==> src/rtl/core/dali_mt_pkg.sv <==
// Package for the lighting-bus Manchester transceiver.
// Holds the command codes, phase types, timing constants and the result word type.
// Depends on nothing; imported by dali_manchester_transceiver_top.
`timescale 1ns / 1ps

package dali_mt_pkg;

	localparam logic [3:0] TICKS_PER_BIT  = 4'd8;
	localparam logic [3:0] TICKS_PER_HALF = 4'd4;
	localparam logic [3:0] TX_STOP_TICKS  = 4'd4;
	localparam logic [3:0] RX_STOP_TICKS  = 4'd4;
	localparam logic [3:0] RX_FIRST_TAP   = 4'd3;
	localparam logic [3:0] RX_SECOND_TAP  = 4'd7;
	localparam logic [4:0] TX_FRAME_BITS  = 5'd16;
	localparam logic [3:0] RX_FRAME_BITS  = 4'd8;

	typedef enum logic [1:0] {
		FUNC_TICK  = 2'd0,
		FUNC_START = 2'd1,
		FUNC_TAKE  = 2'd2,
		FUNC_ACK   = 2'd3
	} func_t;

	typedef enum logic [1:0] {
		TXP_IDLE  = 2'd0,
		TXP_START = 2'd1,
		TXP_DATA  = 2'd2,
		TXP_STOP  = 2'd3
	} tx_phase_t;

	typedef enum logic [2:0] {
		RXP_IDLE   = 3'd0,
		RXP_START  = 3'd1,
		RXP_FIRST  = 3'd2,
		RXP_SECOND = 3'd3,
		RXP_STOP   = 3'd4
	} rx_phase_t;

	typedef struct packed {
		logic       bus_level;
		logic       tx_busy;
		logic       tx_done;
		logic       frame_ready;
		logic [7:0] received_byte;
		logic [3:0] received_bits;
		logic       response_ready;
		logic [7:0] response_byte;
	} result_t;

endpackage

==> src/rtl/core/dali_manchester_transceiver_top.sv <==
// Oversampling Manchester transceiver for a two-level lighting bus, single module.
// Depends on dali_mt_pkg for codes, phase types and the result word.
// An accepted word's result is registered, in the skid register if the result register is full.
// Throughput: one input word per cycle unless stalled; both machines update in a single pass.
// A two-entry output stage (result register plus skid register) lets input continue
// while a result waits; input stalls only when both entries are full.
// Reset (arst_n low, asynchronous) returns both state machines to idle and sets drive_q high.
`timescale 1ns / 1ps

module dali_manchester_transceiver_top
	import dali_mt_pkg::*;
(
	input  logic       clk,
	input  logic       arst_n,
	input  logic       in_valid,
	output logic       in_stall,
	input  logic [1:0] func,
	input  logic       bus_sample,
	input  logic [7:0] tx_address,
	input  logic [7:0] tx_payload,
	output logic       out_valid,
	input  logic       out_stall,
	output logic       bus_level,
	output logic       tx_busy,
	output logic       tx_done,
	output logic       frame_ready,
	output logic [7:0] received_byte,
	output logic [3:0] received_bits,
	output logic       response_ready,
	output logic [7:0] response_byte
);

	tx_phase_t  tx_phase_q, tx_phase_d;
	logic [3:0] tx_tick_q, tx_tick_d;
	logic [4:0] tx_pos_q, tx_pos_d;
	logic [15:0] tx_frame_q, tx_frame_d;
	logic       tx_active_q, tx_active_d;
	logic       tx_success_q, tx_success_d;
	logic       drive_q, drive_d;

	rx_phase_t  rx_phase_q, rx_phase_d;
	logic [3:0] rx_tick_q, rx_tick_d;
	logic [3:0] rx_pos_q, rx_pos_d;
	logic       first_half_q, first_half_d;
	logic [7:0] rx_shift_q, rx_shift_d;
	logic [3:0] rx_total_q, rx_total_d;
	logic       frame_flag_q, frame_flag_d;
	logic [7:0] resp_latch_q, resp_latch_d;
	logic       resp_flag_q, resp_flag_d;

	logic [3:0] taken;
	logic       in_accept;
	logic       out_take;
	func_t      func_in;
	result_t    result;
	result_t    out_q;
	result_t    skid_q;
	logic       out_valid_q;
	logic       skid_valid_q;

	logic [3:0] tx_tick_inc;
	logic [3:0] rx_tick_inc;
	logic [4:0] tx_pos_inc;
	logic [3:0] rx_pos_inc;
	logic       tx_first_half;
	logic       tx_bit;

	assign func_in   = func_t'(func);
	assign in_stall  = skid_valid_q;
	assign in_accept = in_valid && !in_stall;
	assign out_take  = out_valid_q && !out_stall;

	assign tx_tick_inc   = tx_tick_q + 4'd1;
	assign rx_tick_inc   = rx_tick_q + 4'd1;
	assign tx_pos_inc    = tx_pos_q + 5'd1;
	assign rx_pos_inc    = rx_pos_q + 4'd1;
	assign tx_first_half = (tx_tick_inc <= TICKS_PER_HALF);
	assign tx_bit        = tx_frame_q[~tx_pos_q[3:0]];

	always_comb begin
		tx_phase_d   = tx_phase_q;
		tx_tick_d    = tx_tick_q;
		tx_pos_d     = tx_pos_q;
		tx_frame_d   = tx_frame_q;
		tx_active_d  = tx_active_q;
		tx_success_d = tx_success_q;
		drive_d      = drive_q;
		rx_phase_d   = rx_phase_q;
		rx_tick_d    = rx_tick_q;
		rx_pos_d     = rx_pos_q;
		first_half_d = first_half_q;
		rx_shift_d   = rx_shift_q;
		rx_total_d   = rx_total_q;
		frame_flag_d = frame_flag_q;
		resp_latch_d = resp_latch_q;
		resp_flag_d  = resp_flag_q;
		taken        = 4'd0;

		unique case (func_in)
			FUNC_TICK: begin
				if (tx_active_q) begin
					tx_tick_d = tx_tick_inc;
					unique case (tx_phase_q)
						TXP_START: begin
							drive_d = tx_first_half;
							if (tx_tick_inc >= TICKS_PER_BIT) begin
								tx_phase_d = TXP_DATA;
								tx_tick_d  = 4'd0;
								tx_pos_d   = 5'd0;
							end
						end
						TXP_DATA: begin
							drive_d = (tx_first_half == tx_bit);
							if (tx_tick_inc >= TICKS_PER_BIT) begin
								tx_pos_d  = tx_pos_inc;
								tx_tick_d = 4'd0;
								if (tx_pos_inc >= TX_FRAME_BITS) begin
									tx_phase_d = TXP_STOP;
								end
							end
						end
						TXP_STOP: begin
							drive_d = 1'b1;
							if (tx_tick_inc >= TX_STOP_TICKS) begin
								tx_phase_d   = TXP_IDLE;
								tx_active_d  = 1'b0;
								tx_success_d = 1'b1;
							end
						end
						TXP_IDLE: begin
							tx_active_d = 1'b0;
						end
					endcase
				end

				unique case (rx_phase_q)
					RXP_IDLE: begin
						if (!bus_sample) begin
							rx_phase_d = RXP_START;
							rx_tick_d  = 4'd0;
							rx_pos_d   = 4'd0;
							rx_shift_d = 8'd0;
						end
					end
					RXP_START: begin
						rx_tick_d = rx_tick_inc;
						if (rx_tick_inc >= TICKS_PER_BIT) begin
							rx_phase_d = RXP_FIRST;
							rx_tick_d  = 4'd0;
						end
					end
					RXP_FIRST: begin
						rx_tick_d = rx_tick_inc;
						if (rx_tick_inc == RX_FIRST_TAP) begin
							first_half_d = bus_sample;
						end
						if (rx_tick_inc >= TICKS_PER_HALF) begin
							rx_phase_d = RXP_SECOND;
						end
					end
					RXP_SECOND: begin
						rx_tick_d = rx_tick_inc;
						if (rx_tick_inc == RX_SECOND_TAP) begin
							rx_shift_d = {rx_shift_q[6:0], first_half_q && !bus_sample};
						end
						if (rx_tick_inc >= TICKS_PER_BIT) begin
							rx_tick_d = 4'd0;
							rx_pos_d  = rx_pos_inc;
							if (rx_pos_inc >= RX_FRAME_BITS) begin
								rx_total_d   = RX_FRAME_BITS;
								frame_flag_d = 1'b1;
								resp_latch_d = rx_shift_q;
								resp_flag_d  = 1'b1;
								rx_phase_d   = RXP_STOP;
							end else begin
								rx_phase_d = RXP_FIRST;
							end
						end
					end
					RXP_STOP: begin
						rx_tick_d = rx_tick_inc;
						if (rx_tick_inc >= RX_STOP_TICKS || bus_sample) begin
							rx_phase_d = RXP_IDLE;
							rx_tick_d  = 4'd0;
						end
					end
					default: begin
						rx_phase_d = RXP_IDLE;
					end
				endcase
			end
			FUNC_START: begin
				rx_phase_d   = RXP_IDLE;
				frame_flag_d = 1'b0;
				rx_total_d   = 4'd0;
				tx_frame_d   = {tx_address, tx_payload};
				tx_pos_d     = 5'd0;
				tx_tick_d    = 4'd0;
				tx_phase_d   = TXP_START;
				tx_active_d  = 1'b1;
				tx_success_d = 1'b0;
				resp_flag_d  = 1'b0;
			end
			FUNC_TAKE: begin
				if (frame_flag_q) begin
					taken        = rx_total_q;
					frame_flag_d = 1'b0;
				end
			end
			FUNC_ACK: begin
				resp_flag_d = 1'b0;
			end
		endcase
	end

	always_comb begin
		result.bus_level      = drive_d;
		result.tx_busy        = tx_active_d;
		result.tx_done        = tx_success_d;
		result.frame_ready    = frame_flag_d;
		result.received_byte  = rx_shift_d;
		result.received_bits  = taken;
		result.response_ready = resp_flag_d;
		result.response_byte  = resp_latch_d;
	end

	always_ff @(posedge clk or negedge arst_n) begin
		if (!arst_n) begin
			tx_phase_q   <= TXP_IDLE;
			tx_tick_q    <= 4'd0;
			tx_pos_q     <= 5'd0;
			tx_frame_q   <= 16'd0;
			tx_active_q  <= 1'b0;
			tx_success_q <= 1'b0;
			drive_q      <= 1'b1;
			rx_phase_q   <= RXP_IDLE;
			rx_tick_q    <= 4'd0;
			rx_pos_q     <= 4'd0;
			first_half_q <= 1'b0;
			rx_shift_q   <= 8'd0;
			rx_total_q   <= 4'd0;
			frame_flag_q <= 1'b0;
			resp_latch_q <= 8'd0;
			resp_flag_q  <= 1'b0;
		end else if (in_accept) begin
			tx_phase_q   <= tx_phase_d;
			tx_tick_q    <= tx_tick_d;
			tx_pos_q     <= tx_pos_d;
			tx_frame_q   <= tx_frame_d;
			tx_active_q  <= tx_active_d;
			tx_success_q <= tx_success_d;
			drive_q      <= drive_d;
			rx_phase_q   <= rx_phase_d;
			rx_tick_q    <= rx_tick_d;
			rx_pos_q     <= rx_pos_d;
			first_half_q <= first_half_d;
			rx_shift_q   <= rx_shift_d;
			rx_total_q   <= rx_total_d;
			frame_flag_q <= frame_flag_d;
			resp_latch_q <= resp_latch_d;
			resp_flag_q  <= resp_flag_d;
		end
	end

	always_ff @(posedge clk or negedge arst_n) begin
		if (!arst_n) begin
			out_valid_q  <= 1'b0;
			skid_valid_q <= 1'b0;
		end else if (skid_valid_q) begin
			if (out_take) begin
				skid_valid_q <= 1'b0;
			end
		end else if (in_accept) begin
			if (out_valid_q && !out_take) begin
				skid_valid_q <= 1'b1;
			end else begin
				out_valid_q <= 1'b1;
			end
		end else if (out_take) begin
			out_valid_q <= 1'b0;
		end
	end

	always_ff @(posedge clk) begin
		if (skid_valid_q) begin
			if (out_take) begin
				out_q <= skid_q;
			end
		end else if (in_accept) begin
			if (out_valid_q && !out_take) begin
				skid_q <= result;
			end else begin
				out_q <= result;
			end
		end
	end

	assign out_valid      = out_valid_q;
	assign bus_level      = out_q.bus_level;
	assign tx_busy        = out_q.tx_busy;
	assign tx_done        = out_q.tx_done;
	assign frame_ready    = out_q.frame_ready;
	assign received_byte  = out_q.received_byte;
	assign received_bits  = out_q.received_bits;
	assign response_ready = out_q.response_ready;
	assign response_byte  = out_q.response_byte;

	a_skid_needs_out: assert property (@(posedge clk) disable iff (!arst_n)
		skid_valid_q |-> out_valid_q)
		else $error("skid entry held while the result register is empty");

	a_busy_matches_phase: assert property (@(posedge clk) disable iff (!arst_n)
		tx_active_q == (tx_phase_q != TXP_IDLE))
		else $error("transmitter busy flag disagrees with its phase");

	a_frame_total: assert property (@(posedge clk) disable iff (!arst_n)
		frame_flag_q |-> (rx_total_q == RX_FRAME_BITS))
		else $error("frame flagged without a full bit count");

	a_start_busy: assert property (@(posedge clk) disable iff (!arst_n)
		(in_accept && func_in == FUNC_START) |=> (tx_active_q && !tx_success_q))
		else $error("start word did not arm the transmitter");

	a_take_count: assert property (@(posedge clk) disable iff (!arst_n)
		(in_accept && func_in != FUNC_TAKE) |-> (taken == 4'd0))
		else $error("bit count returned on a word other than take");

endmodule

==> config.mk <==
export PLATFORM = sky130hd
export DESIGN_NAME = dali_manchester_transceiver_top
export DESIGN_NICKNAME = d
export VERILOG_FILES = /design/src/rtl/core/dali_mt_pkg.sv /design/src/rtl/core/dali_manchester_transceiver_top.sv
export SDC_FILE = /design/constraint.sdc
export NUM_CORES = 1
export LEC_CHECK = 0
export ABC_CLOCK_PERIOD_IN_PS = 2600
export BUFFER_PORTS_ARGS = -buffer_cell sky130_fd_sc_hd__buf_4
export CORE_ASPECT_RATIO = 0.75
export CORE_MARGIN = 3
export CORE_UTILIZATION = 53
export CTS_CLUSTER_DIAMETER = 80
export CTS_CLUSTER_SIZE = 10
export DETAILED_ROUTE_END_ITERATION = 16
export PLACE_DENSITY = 0.82
export SLEW_MARGIN = 10
export SYNTH_ARGS = -nofsm -noshare
export SYNTH_HDL_FRONTEND = slang
export SYNTH_SLANG_ARGS = --single-unit
==> constraint.sdc <==
create_clock -name clk -period 2.6 [get_ports clk]
set_clock_uncertainty 0.1 [all_clocks]
set_input_delay 0.39 -clock clk [delete_from_list [all_inputs] [get_ports clk]]
set_output_delay 0.39 -clock clk [all_outputs]
set_load 0.03 [all_outputs]
==> impl_metrics.yaml <==
worst_setup_path:
  cp_slowest_cell: "dfrtp_1"
  worstPathArrival_ns: 2.47
  cp-end-kind: "register"
  max_stage_delay_ns: 0.43
  required_ns: 2.61
  crit_path_max_fanout: 10
  start_kind: "register"
  cp.buffers_inverters: 1
  crit_path_cell_trace: "ha_1, or2b_1, nor3_1, buf_4, o2111ai_2, nand3_1, nand2_1, mux2_2"
  crit_type: "register to register"
  cpLargestDelayFamily: "simple AND/OR/NAND/NOR gates"
sta:
  rsz0062_at_grt: "no"
  tns_ns: 0
  setup_viol_count_final: 0
  slew_violations: 0
  fmax_mhz: 407
  slew_headroom_pct: 46.3
  hold_ws_ns: 0.0269
  hold_viol: 0
  timing.final.crit_period_ns: 2.46
  finalCritPeriodShare_pct: 94.6
  worst_pin_slew_ns: 0.805
logic_synthesis:
  netlist.area_leader.share_pct: 29.9
  async_flop_share_pct: 58.9
  synthXorXnorAreaFrac_pct: 1.16
  synth.area.top_cells: "dfrtp_1 30%, edfxtp_1 25%, mux2_2 12%"
  synth.cell_area_um2: 5180
  synth-compound-area-share_pct: 10.9
  muxShareOfSynthArea_pct: 14.4
  yosys_warnings: 0
  synth_fa_ha_area_share_pct: 2.66
  yosysUniqueCellTypes: 59
  yosysSeqAreaShare_pct: 55.9
  avgSynthCellArea_um2: 12.1
  synth_area_leader_cell: "dfrtp_1"
  synth_enable_flop_cells: 44
  syn_inst: 429
  synthSimpleGateAreaFrac_pct: 12.2
  synth.most_common_cell: "dfrtp_1"
  ys_top_cells_by_count: "62 x dfrtp_1, 53 x mux2_2, 44 x edfxtp_1"
  synth_top_family_by_area: "multiplexers"
  ys_seq_elements: 107
  synth_top_flop_cell: "dfrtp_1"
placement:
  io_buffers: 46
  dp_hpwl_um: 7740
  gp_congestion: 0.866
floorplanning:
  start_util_pct: 55.9
  die_area_um2: 11000
  fp-row-count: 30
  ios: 50
  dieHeight_um: 91.6
  fp.dieW_um: 120
  design.core.area_um2: 9270
drt:
  ant_nets: 0
  dr.pass1.iters: 9
  vias: 3670
  wl_per_cell_um: 17.9
  drc: 0
  viasPerCell: 5.87
  drt_iter0_drc: 305
  drt-total-wl_um: 11200
power_and_ir_drop:
  power_leakage_nw: 2.67
  ir_drop_mv: 0.481
  powerDensity_nw_per_um2: 1010
  finalPower_mw: 6.21
clock_tree:
  cts_setup_buffers: 0
  cts.sinks: 107
  post_cts_resize_count: 0
  cts_tree: "done"
  clk_latency_ns: 0.35
  clockBufferDepth: 2
  htreeDepth: 3
  cts_hold_buffers: 0
  ctsRootBufferMaster: "clkbuf_16"
  clkTransAtPathRegs_ns: 0.08
  cts_buffers: 9
global_routing:
  grt_overflow: 0
  grt_max_degree: 64
  grt_pass1_vias: 3551
  antenna_found_initial: 0
  grt_pass1_wl_um: 18400
  track_usage_pct: 21.3
finish:
  drive_gt1_share_pct: 31.8
  antenna_cells: 0
  area_growth_pct: 18.2
  nets: 526
hold_path:
  hold_path_class: "input pin to async pin"
job:
  drv_cap: 0
outcome:
  outcome: "finished clean"
-- worst reg2reg max path, cell delays in order (launching register included) --
cell	delay, ns
dfrtp_1	0.43
ha_1	0.26
or2b_1	0.24
nor3_1	0.17
buf_4	0.17
o2111ai_2	0.26
nand3_1	0.21
nand2_1	0.11
mux2_2	0.27
-- power by group --
| part | total, mW | switching (mW) | leakage (nW) | internal, mW |
|---|---|---|---|---|
| clock | 1.52 | 0.655 | 0.165 | 0.868 |
| combinational | 2.11 | 1.22 | 1.27 | 0.894 |
| sequential | 2.58 | 0.296 | 1.24 | 2.28 |
-- path summary, 6_finish.rpt --
path                       slack, ns  cells after the start            from                to
max                             0.14                      8    rx_tick_q[0]  received_byte[7]
min                             0.03                      1          arst_n     tx_frame_q[1]
max reg2reg                     0.14                      8    rx_tick_q[0]  received_byte[7]
min reg2reg                     0.40                      1  tx_frame_q[10]    tx_frame_q[10]
max in group asynchronous       1.82                      1          arst_n       tx_pos_q[0]
min in group clk                0.17                      2   tx_payload[5]     tx_frame_q[5]
-- per-stage QoR --
step	util (%)	std cells	instance area [µm²]	worst slack [ns]
final	66.1	625	6130	0.141
after detailed placement	62.4	609	5780	0.0897
after global routing	66.1	625	6130	0.00381
after floorplan	-	431	5190	0.293
after global placement	62.4	609	5780	0.130
after CTS	66.0	625	6120	0.0718
-- cell families (layout without fill, tap and decap cells) --
logic type,count (synthesis),in the layout
mux,63,63
xor+xnor,6,6
simple gates,123,123
other cells,1,3
flops,107,107
compound gates,86,86
buf+inv,32,98
fa+ha+maj,11,11
-- placed cells by master, fill, tap and decap left out, drive strengths merged, types with 2 or more instances in the layout --
master	instances
buf	68
dfrtp	62
mux2	53
edfxtp	44
nand2	40
o21ai	31
nor2	24
nand3	17
inv	17
a21oi	16
ha	11
a22o	9
clkbuf	9
nor3	9
and3	7
mux2i	6
nand2b	6
o31ai	5
xor2	5
a31oi	4
nor2b	4
mux4	4
a21o	3
o211a	3
conb	3
nand3b	2
or2b	2
or2	2
a211oi	2
o211ai	2
nor4b	2
bufinv	2
o2111ai	2
or3	2
clkinv	2
-- flip-flops by register name, summed over array words and instances, names as in the netlist, 2 cells and up --
register / cells
response_byte: 8
rx_phase_q: 3
tx_frame_q: 16
rx_shift_q: 8
tx_tick_q: 4
resp_latch_q: 8
tx_pos_q: 5
skid_q: 22
rx_pos_q: 4
rx_tick_q: 4
tx_phase_q: 2
received_byte: 8
-- metal layers --
metal	part of all wire [%]	up-vias	global-route usage, %
met5	0	-	0
met4	1.8	0	7.34
met3	6.6	22	4.38
met2	48	155	33.5
met1	44	1796	29.8
li1	-	1697	-
-- area by class of cell --
cell class | count | area [µm²]
clock buffer | 9 | 225
clock inverter | 7 | 114
fill | 655 | 3140
inverter | 14 | 52.6
multi-input combinational | 292 | 2170
sequential | 107 | 2900
tap | 128 | 160
timing repair buffer | 68 | 510
Note: power is estimated with default switching activity, not from simulation.
